`src/rtl/tsw_pkg.sv`:
```
// ----------------------------------------------------------------------------
// tsw_pkg: shared types and constants for the SYN/ACK window clamp
// Frame header offsets, protocol codes and configuration register indexes.
// ----------------------------------------------------------------------------
package tsw_pkg;

  localparam int WORD_W    = 16;
  localparam int COUNT_W   = 64;
  localparam int CFG_IDX_W = 1;
  localparam int OFF_W     = 16;
  localparam int TCP_OFF_W = 7;   // 14 + 4*15 + 20 stays below 128

  typedef logic [WORD_W-1:0]  word_t;
  typedef logic [COUNT_W-1:0] count_t;
  typedef logic [OFF_W-1:0]   offset_t;
  typedef logic [TCP_OFF_W-1:0] tcp_off_t;

  // configuration register indexes
  localparam logic [CFG_IDX_W-1:0] CFG_SERVER_PORT  = 1'd0;
  localparam logic [CFG_IDX_W-1:0] CFG_CLAMP_WINDOW = 1'd1;

  localparam word_t SERVER_PORT_RST  = 16'd443;
  localparam word_t CLAMP_WINDOW_RST = 16'd2;

  localparam word_t    ETHERTYPE_IPV4 = 16'h0800;
  localparam logic [7:0] PROTO_TCP    = 8'd6;
  localparam logic [3:0] MIN_IHL      = 4'd5;
  localparam word_t    FLAG_SYN       = 16'h0002;
  localparam word_t    FLAG_ACK       = 16'h0010;

  localparam offset_t  OFF_ETHERTYPE  = 16'd12;
  localparam offset_t  OFF_IP_VER_IHL = 16'd14;
  localparam offset_t  OFF_IP_PROTO   = 16'd22;
  localparam offset_t  OFF_MAX        = 16'hfffe;
  localparam tcp_off_t ETH_HDR_BYTES  = 7'd14;
  localparam tcp_off_t TCP_HDR_BYTES  = 7'd20;
  localparam tcp_off_t TCP_FLAGS_OFF  = 7'd12;
  localparam tcp_off_t TCP_WIN_OFF    = 7'd14;
  localparam tcp_off_t TCP_CSUM_OFF   = 7'd16;

  // RFC 1624 incremental update: HC' = ~(~HC + ~m + m')
  function automatic word_t csum_fix(word_t hc, word_t m_old, word_t m_new);
    logic [17:0] s0;
    logic [16:0] s1;
    word_t       s2;
    s0 = {2'b00, ~hc} + {2'b00, ~m_old} + {2'b00, m_new};
    s1 = {15'd0, s0[17:16]} + {1'b0, s0[15:0]};
    s2 = s1[15:0] + {15'd0, s1[16]};
    return ~s2;
  endfunction

endpackage

```
`src/rtl/tcp_synack_window_clamp_unit.sv`:
```
// ----------------------------------------------------------------------------
// tcp_synack_window_clamp_unit: SYN/ACK window clamp with checksum repair
// Streams an Ethernet frame word by word, rewrites the TCP window of
// matching IPv4 SYN/ACK segments and patches the TCP checksum.
// ----------------------------------------------------------------------------
// Pipeline: an accepted item passes the input register, then the result
// register, before it is offered. Throughput: one item per cycle while the
// result channel does not stall; the header decode and checksum fold sit
// between the two registers and carry no loop.
// Reset (synchronous, rst_n low): both stages empty, frame state and the
// clamp counter cleared, server_port = 443, clamp_window = 2.
module tcp_synack_window_clamp_unit
  import tsw_pkg::*;
(
  input  logic                 clk,
  input  logic                 rst_n,
  // configuration write port
  input  logic                 cfg_we,
  input  logic [CFG_IDX_W-1:0] cfg_index,
  input  logic [WORD_W-1:0]    cfg_wdata,
  // input channel
  input  logic                 in_valid,
  output logic                 in_stall,
  input  logic [WORD_W-1:0]    in_data_word,
  input  logic                 in_last,
  input  logic [WORD_W-1:0]    in_frame_length,
  // result channel
  output logic                 out_valid,
  input  logic                 out_stall,
  output logic [WORD_W-1:0]    out_word,
  output logic                 out_last,
  output logic                 out_frame_clamped,
  output logic [COUNT_W-1:0]   out_clamp_total
);

  // configuration registers
  word_t server_port_r, clamp_window_r;

  // input stage
  logic  s1_valid_r;
  word_t s1_word_r, s1_flen_r;
  logic  s1_last_r;

  // per-frame state
  offset_t    byte_offset_r, byte_offset_nxt;
  logic [3:0] ihl_r, ihl_nxt;
  logic       tcp_ok_r, tcp_ok_nxt;
  logic       port_match_r, port_match_nxt;
  logic       synack_r, synack_nxt;
  logic       rewrite_r, rewrite_nxt;
  word_t      old_window_r, old_window_nxt;
  count_t     clamp_cnt_r, clamp_cnt_nxt;

  // output stage
  logic   out_valid_r;
  word_t  out_word_r, out_word_nxt;
  logic   out_last_r;
  logic   out_clamped_r;
  count_t out_total_r;

  logic     adv;       // input stage item moves into the result register
  tcp_off_t tcp_base;
  tcp_off_t tcp_need;

  // Advance when the result register is empty or is being drained.
  assign adv      = s1_valid_r && (!out_valid_r || !out_stall);
  // Stall only while a held item cannot move on.
  assign in_stall = s1_valid_r && !adv;

  always_ff @(posedge clk) begin
    if (!rst_n) begin
      server_port_r  <= SERVER_PORT_RST;
      clamp_window_r <= CLAMP_WINDOW_RST;
    end else if (cfg_we) begin
      unique case (cfg_index)
        CFG_SERVER_PORT:  server_port_r  <= cfg_wdata;
        CFG_CLAMP_WINDOW: clamp_window_r <= cfg_wdata;
        default: ;
      endcase
    end
  end

  // input register
  always_ff @(posedge clk) begin
    if (!rst_n) begin
      s1_valid_r <= 1'b0;
    end else if (!in_stall) begin
      s1_valid_r <= in_valid;
    end
  end

  always_ff @(posedge clk) begin
    if (!in_stall && in_valid) begin
      s1_word_r <= in_data_word;
      s1_last_r <= in_last;
      s1_flen_r <= in_frame_length;
    end
  end

  // Header decode: mirror the offset priority (Ethernet/IP fields first,
  // then the TCP fields relative to the IHL-derived base).
  always_comb begin
    tcp_base        = ETH_HDR_BYTES + {1'b0, ihl_r, 2'b00};
    tcp_need        = ETH_HDR_BYTES + {1'b0, ihl_r, 2'b00} + TCP_HDR_BYTES;

    byte_offset_nxt = byte_offset_r;
    ihl_nxt         = ihl_r;
    tcp_ok_nxt      = tcp_ok_r;
    port_match_nxt  = port_match_r;
    synack_nxt      = synack_r;
    rewrite_nxt     = rewrite_r;
    old_window_nxt  = old_window_r;
    clamp_cnt_nxt   = clamp_cnt_r;
    out_word_nxt    = s1_word_r;

    if (byte_offset_r == OFF_ETHERTYPE) begin
      tcp_ok_nxt = (s1_word_r == ETHERTYPE_IPV4);
    end else if (byte_offset_r == OFF_IP_VER_IHL) begin
      ihl_nxt = s1_word_r[11:8];
      if (s1_word_r[11:8] < MIN_IHL) begin
        tcp_ok_nxt = 1'b0;
      end
    end else if (byte_offset_r == OFF_IP_PROTO) begin
      if (s1_word_r[7:0] != PROTO_TCP ||
          s1_flen_r < {{(OFF_W-TCP_OFF_W){1'b0}}, tcp_need}) begin
        tcp_ok_nxt = 1'b0;
      end
    end else if (tcp_ok_r &&
                 byte_offset_r == {{(OFF_W-TCP_OFF_W){1'b0}}, tcp_base}) begin
      port_match_nxt = (s1_word_r == server_port_r);
    end else if (tcp_ok_r && byte_offset_r ==
                 {{(OFF_W-TCP_OFF_W){1'b0}}, tcp_base + TCP_FLAGS_OFF}) begin
      synack_nxt = ((s1_word_r & (FLAG_SYN | FLAG_ACK)) == (FLAG_SYN | FLAG_ACK));
    end else if (tcp_ok_r && byte_offset_r ==
                 {{(OFF_W-TCP_OFF_W){1'b0}}, tcp_base + TCP_WIN_OFF}) begin
      if (port_match_r && synack_r) begin
        rewrite_nxt    = 1'b1;
        old_window_nxt = s1_word_r;
        out_word_nxt   = clamp_window_r;
        clamp_cnt_nxt  = clamp_cnt_r + 64'd1;
      end
    end else if (tcp_ok_r && byte_offset_r ==
                 {{(OFF_W-TCP_OFF_W){1'b0}}, tcp_base + TCP_CSUM_OFF}) begin
      if (rewrite_r) begin
        out_word_nxt = csum_fix(s1_word_r, old_window_r, clamp_window_r);
      end
    end

    // Drop all frame state on the final word; otherwise advance the offset.
    if (s1_last_r) begin
      byte_offset_nxt = '0;
      ihl_nxt         = '0;
      tcp_ok_nxt      = 1'b0;
      port_match_nxt  = 1'b0;
      synack_nxt      = 1'b0;
      rewrite_nxt     = 1'b0;
      old_window_nxt  = '0;
    end else if (byte_offset_r < OFF_MAX) begin
      byte_offset_nxt = byte_offset_r + 16'd2;
    end
  end

  always_ff @(posedge clk) begin
    if (!rst_n) begin
      byte_offset_r <= '0;
      ihl_r         <= '0;
      tcp_ok_r      <= 1'b0;
      port_match_r  <= 1'b0;
      synack_r      <= 1'b0;
      rewrite_r     <= 1'b0;
      old_window_r  <= '0;
      clamp_cnt_r   <= '0;
    end else if (adv) begin
      byte_offset_r <= byte_offset_nxt;
      ihl_r         <= ihl_nxt;
      tcp_ok_r      <= tcp_ok_nxt;
      port_match_r  <= port_match_nxt;
      synack_r      <= synack_nxt;
      rewrite_r     <= rewrite_nxt;
      old_window_r  <= old_window_nxt;
      clamp_cnt_r   <= clamp_cnt_nxt;
    end
  end

  // result register
  always_ff @(posedge clk) begin
    if (!rst_n) begin
      out_valid_r <= 1'b0;
    end else if (!out_valid_r || !out_stall) begin
      out_valid_r <= s1_valid_r;
    end
  end

  always_ff @(posedge clk) begin
    if (adv) begin
      out_word_r    <= out_word_nxt;
      out_last_r    <= s1_last_r;
      // clamped flag reflects the rewrite decision including this word
      out_clamped_r <= s1_last_r && (rewrite_r ||
                       (clamp_cnt_nxt != clamp_cnt_r));
      out_total_r   <= clamp_cnt_nxt;
    end
  end

  assign out_valid         = out_valid_r;
  assign out_word          = out_word_r;
  assign out_last          = out_last_r;
  assign out_frame_clamped = out_clamped_r;
  assign out_clamp_total   = out_total_r;

  // ---------------------------------------------------------------------------
  // Assertions
  // ---------------------------------------------------------------------------
  a_clamp_on_last : assert property (@(posedge clk) disable iff (!rst_n)
    out_valid && out_frame_clamped |-> out_last)
    else $error("frame_clamped raised on a word that is not the last");

  a_offset_even : assert property (@(posedge clk) disable iff (!rst_n)
    adv |=> !byte_offset_r[0])
    else $error("byte offset became odd");

  a_count_hold : assert property (@(posedge clk) disable iff (!rst_n)
    !adv |=> $stable(clamp_cnt_r))
    else $error("clamp counter moved without an item");

  a_stall_held : assert property (@(posedge clk) disable iff (!rst_n)
    in_stall |-> s1_valid_r && out_valid_r)
    else $error("input stalled with room in the pipeline");

endmodule

```
`config.mk`:
```
export PLATFORM = sky130hd
export DESIGN_NAME = tcp_synack_window_clamp_unit
export DESIGN_NICKNAME = d
export VERILOG_FILES = /design/src/rtl/tsw_pkg.sv /design/src/rtl/tcp_synack_window_clamp_unit.sv
export SDC_FILE = /design/constraint.sdc
export NUM_CORES = 1
export LEC_CHECK = 0
export ABC_CLOCK_PERIOD_IN_PS = 7350
export BUFFER_PORTS_ARGS = -buffer_cell sky130_fd_sc_hd__buf_2
export CORE_MARGIN = 3
export CORE_UTILIZATION = 35
export CTS_BUF_LIST = sky130_fd_sc_hd__clkbuf_4
export CTS_CLUSTER_SIZE = 24
export DETAILED_ROUTE_END_ITERATION = 8
export GPL_TIMING_DRIVEN = 1
export PLACE_DENSITY_LB_ADDON = 0.25
export RECOVER_POWER = 25
export SLEW_MARGIN = 10
export SYNTH_ARGS = -nofsm -noshare
export SYNTH_HDL_FRONTEND = slang
export SYNTH_SLANG_ARGS = --single-unit
```
`constraint.sdc`:
```
create_clock -name clk -period 7.35 [get_ports clk]
set_clock_uncertainty 0.1 [all_clocks]
set_input_delay 1.47 -clock clk [delete_from_list [all_inputs] [get_ports clk]]
set_output_delay 1.47 -clock clk [all_outputs]
set_load 0.01 [all_outputs]
```
==> metrics.md, run 1 <==
| Metric | Value |
|---|---|
| Clk sinks | `between 200 and 300` |
| Violated checks | `max-capacitance violations, max-slew violations` |
| Synth Register Bits | `251` |
| Max incr delay on CP | `~0.58 ns` |
| Final-report hold violation count | `0` |
| Starting Density | `a little over a third` |
| CTS Buf Count | `73` |
| Number of flops mapped to enable cells by yosys | `approximately 110` |
| Syn_nets | `between 1,500 and 2,000` |
| Total GRT Usage | `16.5%` |
| Largest family of logic cells by synthesized area | `simple AND/OR/NAND/NOR gates` |
| Outcome | `finished, violations left` |
| IO Count | `approximately 140` |
| Top post-synthesis cells by area | `edfxtp_1 25%, dfxtp_1 20%, xnor2_1 5.7%, xor2_1 5.7%, nand2_1 3.9%` |
| Synth Area per Inst | `about 9.6 um^2` |
| Hold path endpoint | `clamp_window_r[14]$_SDFFE_PN0P_` |
| Via count | `10,600` |
| PwrDens | `~210 mW/mm^2` |
| Vias per inst | `between 4 and 5` |
| CTS tree | `done` |
| Peak supply drop | `~0.093 mV` |
| Synth top cells by count | `140 x nand2_1, 137 x dfxtp_1, 114 x edfxtp_1` |
| CTS resizes | `0` |
| Worst EP arrival | `slightly above 7 ns` |
| Core Footprint | `0.0379 mm^2` |
| R2R cell count | `29` |
| Synth Area in Compound Gates | `between 10% and 20%` |
| FF-to-FF setup slack | `roughly 0.63 ns` |
| Hold WS | `between 0.3 and 0.4 ns` |
| GPL Wtd Cong | `0.820` |
| Worst path most repeated cell | `ha_1` |
| Top-count cell post-synth | `nand2_1` |
| Worst setup path start | `s1_word_r[2]$_DFFE_PP_` |
| CP Launch Type | `register` |
| Number of buffers and inverters on the critical path | `2` |
| Hold path depth | `2` |
| Longest Clk Path Bufs | `3` |
| Final period util | `between 90% and 100%` |
| HP Start | `clamp_window_r[14]$_SDFFE_PN0P_` |
| Highest clock rate | `about 150 MHz` |
| First-pass GRT wire length | `between 50,000 and 60,000 um` |
| Top delay family on crit path | `compound AO/OA/AOI/OAI gates` |
| Post-synth cell types | `between 70 and 80` |
| Worst slew margin | `-124%` |
| Synth Cell Area | `between 0.01 and 0.015 mm^2` |
| DRT Pass-1 Iters | `5` |
| Setup bufs post-CTS | `0` |
| Crit path max fanout | `4` |
| Largest net degree at the start of global routing | `80` |
| Area Growth Syn to Fin | `16.1%` |
| RR Endpoint | `out_word[12]$_DFFE_PP_` |
| Worst-Margin Slew | `3.36 ns` |
| Max-cap violations | `5` |
| Initial DRC Count | `~440` |
| Die ar. | `roughly 0.041 mm^2` |
| Fin cells | `2,153` |
| Top cell type's share of synthesized area | `between 20% and 30%` |
| Nets | `around 1,700` |
| Ys async rst share | `0%` |
| Reg-to-Reg Start | `s1_word_r[2]$_DFFE_PP_` |
| DR WL/cell | `between 15 and 20 um` |
| Fin crit period | `between 6 and 7 ns` |
| GRT Residual Overflow | `0` |
| Inst Count DP | `2,018` |
| CP Data Required Time | `7.71 ns` |
| Post-synthesis simple-gate area fraction | `21.8%` |
| ANT nets after route | `0` |
| Setup crit end kind | `register` |
| FP Rows | `between 70 and 80` |
| Critical-path top delay cell | `fa_1` |
| Yosys warns | `0` |
| Root Buffer | `clkbuf_4` |
| # H-tree levels | `3` |
| Layout cells sized above 1 | `17.7%` |
| DRC viols | `0` |
| Lkg Pwr | `between 6 and 7 nW` |
| Initial antenna violation count | `2` |
| Crit Path Class | `register to register` |
| Synth Area in Adders | `5.57%` |
| Endpoints failing setup | `0` |
| DIE WIDTH | `203 um` |
| Number of global-route vias before repair | `between 10,000 and 15,000` |
| Post-Route WL | `34,100 um` |
| Latest clock arrival within the worst-skew pair | `between 0.7 and 0.8 ns` |
| Commonest register cell after synthesis | `dfxtp_1` |
| Die H | `203 um` |
| Clk slew on worst S/H paths | `about 0.06 ns` |
| Post-synth top area cell | `edfxtp_1` |
| PortBufs | `roughly 140` |
| Finished Core Util | `41.5%` |
| Worst hold path class | `register to register` |
| Mux contribution to synthesized area | `less than 1%` |
| Post-Synthesis Cells | `1,414` |
| RSZ-0062 raised after global routing | `no` |
| Number of hold buffers added after CTS | `0` |
| Seq/Total Area, Yosys | `45.5%` |
| Xor/xnor share of the synthesized area | `~12%` |
| Final slew viol count | `between 200 and 250` |
| Setup TNS | `0 ns` |
| DPL Wire Length | `about 24,000 um` |
[cells by family after synthesis]
kind of cell / Yosys count
flip-flops: 251
multiplexers: 10
adder cells (fa/ha/maj): 50
AO/OA/AOI/OAI: 212
buffers and inverters: 138
XOR/XNOR: 182
AND/OR/NAND/NOR: 571
[through the flow]
step | power [mW] | setup slack (ns) | cell area (um^2)
3_3_place_gp | 2.03 | 0.698 | 14800
4_1_cts | 3.43 | 0.601 | 15800
2_1_floorplan | 1.89 | 1.12 | 13600
5_1_grt | 3.56 | 0.0111 | 15700
3_5_place_dp | 2.04 | 0.613 | 14800
6_report | 3.37 | 0.633 | 15700
[cell usage in the layout, fill, tap and decap left out, types with 7 or more instances in the layout]
| cell | Yosys | routed |
|---|---|---|
| nand2_1 | 140 | 140 |
| dfxtp_1 | 137 | 137 |
| buf_2 | 7 | 133 |
| clkbuf_4 | 0 | 117 |
| edfxtp_1 | 114 | 114 |
| nor2_1 | 109 | 109 |
| xnor2_1 | 89 | 89 |
| xor2_1 | 89 | 89 |
| inv_1 | 71 | 70 |
| nand3_1 | 63 | 63 |
| a21boi_0 | 57 | 57 |
| a21oi_1 | 50 | 50 |
| and2_1 | 40 | 40 |
| o21ai_0 | 35 | 35 |
| nand4_1 | 31 | 31 |
| ha_1 | 30 | 30 |
| nor2b_1 | 29 | 29 |
| or3_1 | 28 | 28 |
| nor3_1 | 25 | 25 |
| and3_1 | 21 | 21 |
| nor4_1 | 21 | 21 |
| buf_4 | 1 | 20 |
| fa_1 | 18 | 18 |
| o22ai_1 | 17 | 17 |
| nand3b_1 | 15 | 15 |
| nand2b_1 | 12 | 12 |
| clkinv_1 | 0 | 12 |
| o21a_1 | 9 | 9 |
| mux2i_1 | 9 | 9 |
| clkbuf_1 | 56 | 7 |
[flip-flops by register name (all words and copies together) (netlist names)]
signal,count
s1_word_r,16
s1_valid_r,1
old_window_r,16
out_clamp_total,64
tcp_ok_r,1
s1_flen_r,15
out_valid,1
out_last,1
clamp_cnt_r,64
port_match_r,1
byte_offset_r,15
out_word,16
server_port_r,16
clamp_window_r,16
synack_r,1
rewrite_r,1
s1_last_r,1
out_frame_clamped,1
ihl_r,4
[metal layers]
layer	share of wire (%)	track usage [%]
met2	49	28.2
met3	4.9	3.66
met5	0.053	0
met4	3.0	7.00
met1	43	20.2
[worst max-delay path by stage]
stage / slack, ns / cells after the start / to
after floorplan: 1.12 / 28 / out_word[12]$_DFFE_PP_
after global placement: 0.70 / 30 / out_word[15]$_DFFE_PP_
after detailed placement: 0.61 / 29 / out_word[12]$_DFFE_PP_
after CTS: 0.60 / 29 / out_word[15]$_DFFE_PP_
after global routing: 0.01 / 30 / out_word[12]$_DFFE_PP_
final: 0.63 / 29 / out_word[12]$_DFFE_PP_
[final cells by class]
| cell class | instances | area [um^2] |
|---|---|---|
| antenna | 1 | 2.50 |
| tap | 511 | 639 |
| clock buffer | 117 | 878 |
| timing repair buffer | 160 | 842 |
| fill | 3801 | 22200 |
| sequential | 251 | 6170 |
| multi-input combinational | 1025 | 6860 |
| clock inverter | 17 | 93.8 |
| inverter | 71 | 268 |
[power breakdown]
part           total [mW]  switching [mW]  internal (mW)
logic               0.472           0.283          0.189
registers            1.54          0.0286           1.51
clock network        1.36           0.605          0.755
[worst min-delay path: stages, from the launching register on]
cell and delay [ns]:
dfxtp_1 0.31, nand2_1 0.05, a21boi_0 0.06
Note: power is estimated with default switching activity, not from simulation.
==> inputs of run 2 (changes only) <==
--- a/config.mk
+++ b/config.mk
@@ -6,5 +6,5 @@
 export NUM_CORES = 1
 export LEC_CHECK = 0
-export ABC_CLOCK_PERIOD_IN_PS = 7350
+export ABC_CLOCK_PERIOD_IN_PS = 5550
 export BUFFER_PORTS_ARGS = -buffer_cell sky130_fd_sc_hd__buf_2
 export CORE_MARGIN = 3
==> constraint.sdc (replaced) <==
create_clock -name clk -period 5.55 [get_ports clk]
set_clock_uncertainty 0.1 [all_clocks]
set_input_delay 1.11 -clock clk [delete_from_list [all_inputs] [get_ports clk]]
set_output_delay 1.11 -clock clk [all_outputs]
set_load 0.1 [all_outputs]
==> run 2 against run 1 <==
Compared with the run above:
- the run ends with max-capacitance violations, max-slew violations, negative setup slack left
- count of clock-buffer cells in the layout shrank 8
- worst setup slack lost 0.89 ns
- die area is the same
- maximum frequency grew 16%
- power grew 43%
- highest routed layer is now met4
==> metrics.md, run 2 (synthesis gave the netlist of run 1 again) <==
| Metric | Value |
|---|---|
| Outcome | `finished, violations left` |
| Violated checks | `max-capacitance violations, max-slew violations, negative setup slack` |
| Inst Count DP | `2,089` |
| Worst EP arrival | `around 6.2 ns` |
| Pwr Total | `4.83 mW` |
| Worst slew margin | `-173%` |
| Int Pwr | `~3.3 mW` |
| Number of hold buffers added after CTS | `0` |
| Initial DRC Count | `roughly 620` |
| Starting Density | `between 30% and 40%` |
| Number of global-route vias before repair | `~11,000` |
| Crit path max fanout | `5` |
| Worst setup path start | `s1_word_r[2]$_DFFE_PP_` |
| Layout cells sized above 1 | `between 20% and 30%` |
| FP Rows | `71` |
| Fin cells | `between 2,000 and 2,500` |
| Max-cap violations | `4` |
| Die H | `203 um` |
| DRC viols | `0` |
| Highest-count cells in the layout ignoring fill and taps | `139 x nand2_1, 136 x dfxtp_1, 131 x buf_2` |
| Max incr delay on CP | `about 0.52 ns` |
| CTS tree | `done` |
| Total of fill cells in the finished design | `between 3,000 and 4,000` |
| PwrDens | `~290 mW/mm^2` |
| Post-Route WL | `roughly 36,000 um` |
| Finished Core Util | `between 40% and 50%` |
| Sw Pwr | `between 1 and 1.5 mW` |
| Final-report hold violation count | `0` |
| First-pass GRT wire length | `around 56,000 um` |
| Final slew viol count | `approximately 230` |
| Reg-to-Reg Start | `s1_word_r[2]$_DFFE_PP_` |
| PortBufs | `between 100 and 150` |
| Root Buffer | `clkbuf_4` |
| Latest clock arrival within the worst-skew pair | `around 0.76 ns` |
| DRT Pass-1 Iters | `5` |
| Nets | `around 1,800` |
| GRT Residual Overflow | `0` |
| CTS Buf Count | `72` |
| IO Count | `139` |
| RR Endpoint | `out_word[8]$_DFFE_PP_` |
| Vias per inst | `slightly below 5` |
| Largest net degree at the start of global routing | `roughly 110` |
| Endpoints failing setup | `12` |
| CP Data Required Time | `between 5 and 6 ns` |
| Via count | `10,900` |
| Area Growth Syn to Fin | `21.4%` |
| DPL Wire Length | `between 20,000 and 30,000 um` |
| Comb pwr share | `20.2%` |
| Placed Area | `approximately 0.015 mm^2` |
| Worst hold path class | `register to register` |
| Sequential power share | `between 40% and 50%` |
| Core Footprint | `roughly 0.038 mm^2` |
| Clk pwr share | `between 30 and 40%` |
| RSZ-0062 raised after global routing | `yes` |
| CP Launch Type | `register` |
| FF-to-FF setup slack | `-0.26 ns` |
| GPL Wtd Cong | `0.819` |
| Clk sinks | `251` |
| Setup TNS | `-2.22 ns` |
| Initial antenna violation count | `2` |
| Final period util | `105%` |
| Peak supply drop | `0.133 mV` |
| Crit Path Class | `register to register` |
| Critical-path top delay cell | `fa_1` |
| Longest Clk Path Bufs | `3` |
| Hold WS | `~0.37 ns` |
| Die ar. | `between 0.04 and 0.05 mm^2` |
| DR WL/cell | `roughly 16 um` |
| Fin crit period | `between 5 and 6 ns` |
| Final WS setup | `-0.261 ns` |
| Total GRT Usage | `between 10% and 20%` |
| Commonest non-fill, non-tap cell in the layout | `nand2_1` |
| Post-place setup slack | `-0.393 ns` |
| ANT nets after route | `0` |
| CP endpoint | `out_word[8]$_DFFE_PP_` |
| Lkg Pwr | `6.45 nW` |
| Net Sw Frac | `between 30 and 40%` |
| R2R cell count | `29` |
| # H-tree levels | `3` |
| DIE WIDTH | `203 um` |
| Non-Filler Cell Area, Final | `between 0.015 and 0.02 mm^2` |
| Setup crit end kind | `register` |
| Clk slew on worst S/H paths | `~0.06 ns` |
| Worst-Margin Slew | `4.09 ns` |
| Highest clock rate | `~170 MHz` |
==> run 2: cell types whose count changed in the layout (fill, tap and decap cells not counted), sizes merged <==
cell	change
bufinv	+1
clkinv	+3
inv	+2
clkbuf	-7
clkinvlp	+1
buf	+75
diode	+1
==> run 2: what timing repair did <==
item                                   CTS  global route
resized for setup                       11            11
pin swaps                                8            10
endpoints found under the hold margin    0             0
buffers inserted                         3             3
setup endpoints to repair               14            16
==> run 2: final cells by class <==
type	count	area, um^2	share of cell area (%)
antenna	2	5.00	0.0304
clock buffer	109	818	4.97
clock inverter	24	153	0.927
inverter	71	268	1.63
multi-input combinational	1025	6990	42.5
sequential	251	6170	37.5
tap	511	639	3.88
timing repair buffer	236	1420	8.64
==> run 2: worst max-delay path: cells and delay by family, from the launching register on <==
family,cells,cell delay [ns]
XOR/XNOR,2,0.26
adder cells (fa/ha/maj),6,1.67
buffers and inverters,2,0.10
AND/OR/NAND/NOR,8,1.11
flip-flops,1,0.41
AO/OA/AOI/OAI,11,1.90
==> run 2: worst min path at each step <==
stage               slack (ns)  cells past startpoint                            from                              to
floorplan                 0.32                      0             s1_last_r$_DFFE_PP_              out_last$_DFFE_PP_
global placement          0.36                      2  clamp_window_r[0]$_SDFFE_PN0P_  clamp_window_r[0]$_SDFFE_PN0P_
detailed placement        0.36                      2  clamp_window_r[0]$_SDFFE_PN0P_  clamp_window_r[0]$_SDFFE_PN0P_
CTS                       0.35                      1                in_data_word[11]         s1_word_r[11]$_DFFE_PP_
global route              0.36                      1                in_data_word[11]         s1_word_r[11]$_DFFE_PP_
finish                    0.37                      2  clamp_window_r[5]$_SDFFE_PN0P_  clamp_window_r[5]$_SDFFE_PN0P_
==> run 2: power by group through the flow <==
stage / sequential [mW] / clock (mW) / combinational (mW)
6_report: 2.03 / 1.82 / 0.975
5_1_grt: 2.04 / 1.99 / 1.05
4_1_cts: 2.03 / 1.89 / 0.965
3_5_place_dp: 2.07 / 0 / 0.950
3_3_place_gp: 2.07 / 0 / 0.947
2_1_floorplan: 2.28 / 0 / 0.444
==> run 2: routing by layer <==
layer / up-vias / track usage, % / wire [um]
met4: 0 / 6.51 / 872
met5: - / 0 / 0
met3: 60 / 4.07 / 1900
met2: 245 / 29.6 / 17500
met1: 5113 / 20.7 / 15300
li1: 5450 / - / -
==> inputs of run 3 (changes only) <==
ABC_AREA = 1   (was unset)
==> run 3 against run 2 <==
Compared with the run above:
- the run still ends with max-capacitance violations, max-slew violations, negative setup slack left
- final cell count increased by 23%
- register-to-register slack got worse by 0.17 ns
- power increased by 11%
- hold slack improved by 0.0054 ns
- first-iteration DRC count increased by 29%
- clock power decreased by 2%
- wire length increased by 19%
- worst setup slack got worse by 0.17 ns
- count of clock-buffer cells in the layout unchanged
- global-route usage increased by 2.0 points
- synthesized cell count increased by 30%
- largest power group unchanged
==> metrics.md, run 3 <==
| Metric | Value |
|---|---|
| Area Growth Syn to Fin | `26.1%` |
| Fin cells | `approximately 2,700` |
| Busiest layer in global routing | `met2` |
| Post-synth top area cell | `edfxtp_1` |
| Reg-to-Reg Start | `s1_word_r[7]$_DFFE_PP_` |
| Net Sw Frac | `roughly a third` |
| GPL Wtd Cong | `0.907` |
| GR Util met1 | `between 20% and 30%` |
| Final WS setup | `-0.433 ns` |
| Outcome | `finished, violations left` |
| Longest Clk Path Bufs | `3` |
| Worst setup path start | `s1_word_r[7]$_DFFE_PP_` |
| Initial antenna violation count | `1` |
| Initial DRC Count | `800` |
| Vias per inst | `4.83` |
| Sequential power share | `39.7%` |
| Worst path most repeated cell | `buf_4` |
| CTS tree | `done` |
| Commonest register cell after synthesis | `dfxtp_1` |
| Sw Pwr | `around 1.8 mW` |
| Crit Path Class | `register to register` |
| Highest-count cells in the layout ignoring fill and taps | `345 x nand2_1, 279 x inv_1, 163 x buf_4` |
| Number of global-route vias before repair | `roughly 13,000` |
| Worst EP arrival | `approximately 6.3 ns` |
| Worst-Margin Slew | `about 3.6 ns` |
| Setup crit end kind | `register` |
| Crit path max fanout | `3` |
| First-pass GRT wire length | `67,700 um` |
| Non-Filler Cell Area, Final | `~0.018 mm^2` |
| Yosys warns | `0` |
| Largest net degree at the start of global routing | `165` |
| PortBufs | `between 100 and 150` |
| Met2 Usage GRT | `between 20 and 30%` |
| Top post-synthesis cells by area | `edfxtp_1 24%, dfxtp_1 19%, nand2_1 9.3%, inv_1 7.6%, o21ai_0 4.5%` |
| Placed Area | `0.0163 mm^2` |
| Die H | `209 um` |
| Nets | `between 2,000 and 2,500` |
| DIE WIDTH | `approximately 210 um` |
| Core Footprint | `around 0.040 mm^2` |
| Setup TNS | `-3.25 ns` |
| Clk pwr share | `33.3%` |
| DRC viols | `0` |
| Max incr delay on CP | `~0.59 ns` |
| Synth top cells by count | `357 x nand2_1, 291 x inv_1, 170 x nor2_1` |
| Synth Cell Area | `between 0.01 and 0.015 mm^2` |
| FP Rows | `73` |
| Clk slew on worst S/H paths | `~0.06 ns` |
| Top cell type's share of synthesized area | `about a quarter` |
| Post-Route WL | `around 42,000 um` |
| Critical-path top delay cell | `fa_1` |
| Layout cells sized above 1 | `26.0%` |
| Clk sinks | `251` |
| Number of flops mapped to enable cells by yosys | `approximately 110` |
| Worst slew margin | `-141%` |
| DPL Wire Length | `just over 30,000 um` |
| Highest clock rate | `between 150 and 200 MHz` |
| Inst Count DP | `approximately 2,500` |
| IO Count | `139` |
| RSZ-0062 raised after global routing | `yes` |
| HP Start | `server_port_r[11]$_SDFFE_PN0P_` |
| Met3 usage | `between 3 and 4%` |
| Syn_nets | `1,937` |
| GRT Residual Overflow | `0` |
| Synth Register Bits | `251` |
| Comb pwr share | `approximately 27%` |
| Starting Density | `a little over a third` |
| Via count | `roughly 13,000` |
| Worst hold path class | `register to register` |
| Die ar. | `0.0436 mm^2` |
| Max-cap violations | `3` |
| Post-Synthesis Cells | `1,834` |
| Lkg Pwr | `approximately 8.0 nW` |
| PwrDens | `295 mW/mm^2` |
| Violated checks | `max-capacitance violations, max-slew violations, negative setup slack` |
| Ys async rst share | `0%` |
| Post-synth cell types | `58` |
| CTS Buf Count | `70` |
| Top-count cell post-synth | `nand2_1` |
| Seq/Total Area, Yosys | `between 40% and 50%` |
| Endpoints failing setup | `10` |
| Int Pwr | `3.56 mW` |
| DR WL/cell | `about 15 um` |
| CP Launch Type | `register` |
| CP Data Required Time | `between 5 and 6 ns` |
| DRT Pass-1 Iters | `5` |
| Hold WS | `roughly 0.38 ns` |
| Synth Area per Inst | `between 7 and 8 um^2` |
| Latest clock arrival within the worst-skew pair | `a little over 0.7 ns` |
| Fin crit period | `around 6 ns` |
| Root Buffer | `clkbuf_4` |
| Commonest non-fill, non-tap cell in the layout | `nand2_1` |
| Final period util | `108%` |
| Peak supply drop | `between 0.15 and 0.2 mV` |
| # H-tree levels | `3` |
| Final-report hold violation count | `0` |
| ANT nets after route | `0` |
| Total GRT Usage | `a little under a fifth` |
| Final slew viol count | `around 240` |
run 3: through the flow:
| step | power, mW | utilization, % | setup WS (ns) |
|---|---|---|---|
| floorplan | 3.00 | - | 0.0192 |
| global placement | 3.38 | 40.5 | -0.529 |
| detailed placement | 3.39 | 40.5 | -0.575 |
| CTS | 5.34 | 44.7 | -0.305 |
| global route | 5.68 | 45.2 | -0.777 |
| finish | 5.35 | 45.2 | -0.433 |
run 3: critical path, delay by kind of cell (launching register included):
kind / cells / cell delay (ns)
adder cells (fa/ha/maj): 4 / 1.16
buffers and inverters: 17 / 1.91
AO/OA/AOI/OAI: 2 / 0.24
flip-flops: 1 / 0.42
AND/OR/NAND/NOR: 18 / 1.86
run 3: what timing repair did:
item                       4_1_cts  5_1_grt
setup endpoints to repair       13       14
setup buffers                   68       13
hold buffers                     0        0
gates resized for setup         60       39
pin swaps                       40       46
run 3: final timing paths:
path                                                        to  slack [ns]  depth (start not counted)
worst min-delay path            server_port_r[11]$_SDFFE_PN0P_        0.38                          2
worst max register to register          out_word[14]$_DFFE_PP_       -0.43                         41
worst min register to register  server_port_r[11]$_SDFFE_PN0P_        0.38                          2
worst max-delay path                    out_word[14]$_DFFE_PP_       -0.43                         41
run 3: layout make-up:
| class | count | area (um^2) |
|---|---|---|
| Antenna cell | 1 | 2.50 |
| Clock inverter | 19 | 126 |
| Sequential cell | 251 | 6170 |
| Fill cell | 4019 | 22000 |
| Clock buffer | 109 | 818 |
| Multi-Input combinational cell | 1230 | 7230 |
| Timing Repair Buffer | 313 | 2030 |
| Inverter | 301 | 1130 |
| Tap cell | 525 | 657 |
run 3: metal layers:
| layer | up-vias | routed length (um) |
|---|---|---|
| met3 | 85 | 2730 |
| met2 | 406 | 18600 |
| li1 | 6731 | - |
| met1 | 6051 | 19800 |
| met5 | - | 0 |
| met4 | 0 | 1060 |
run 3: kinds of logic (layout without fill, tap and decap cells):
kind of cell               after synthesis  after routing  synth area share [%]
and+or+nand+nor                        780            780                  25.1
buffers and inverters                  353            742                  9.48
AOI/OAI and AO/OA                      317            317                  11.9
DFF                                    251            251                  42.8
xor gates and xnor gates                85             85                  5.59
adders and majority gates               48             48                  5.11
other                                    0              1                     0
run 3: power groups by stage:
stage,Clock [mW],Combinational [mW],Sequential [mW]
floorplan,0,0.641,2.36
finish,1.78,1.45,2.12
global placement,0,1.22,2.15
detailed placement,0,1.24,2.16
CTS,1.84,1.38,2.12
global route,1.95,1.60,2.13
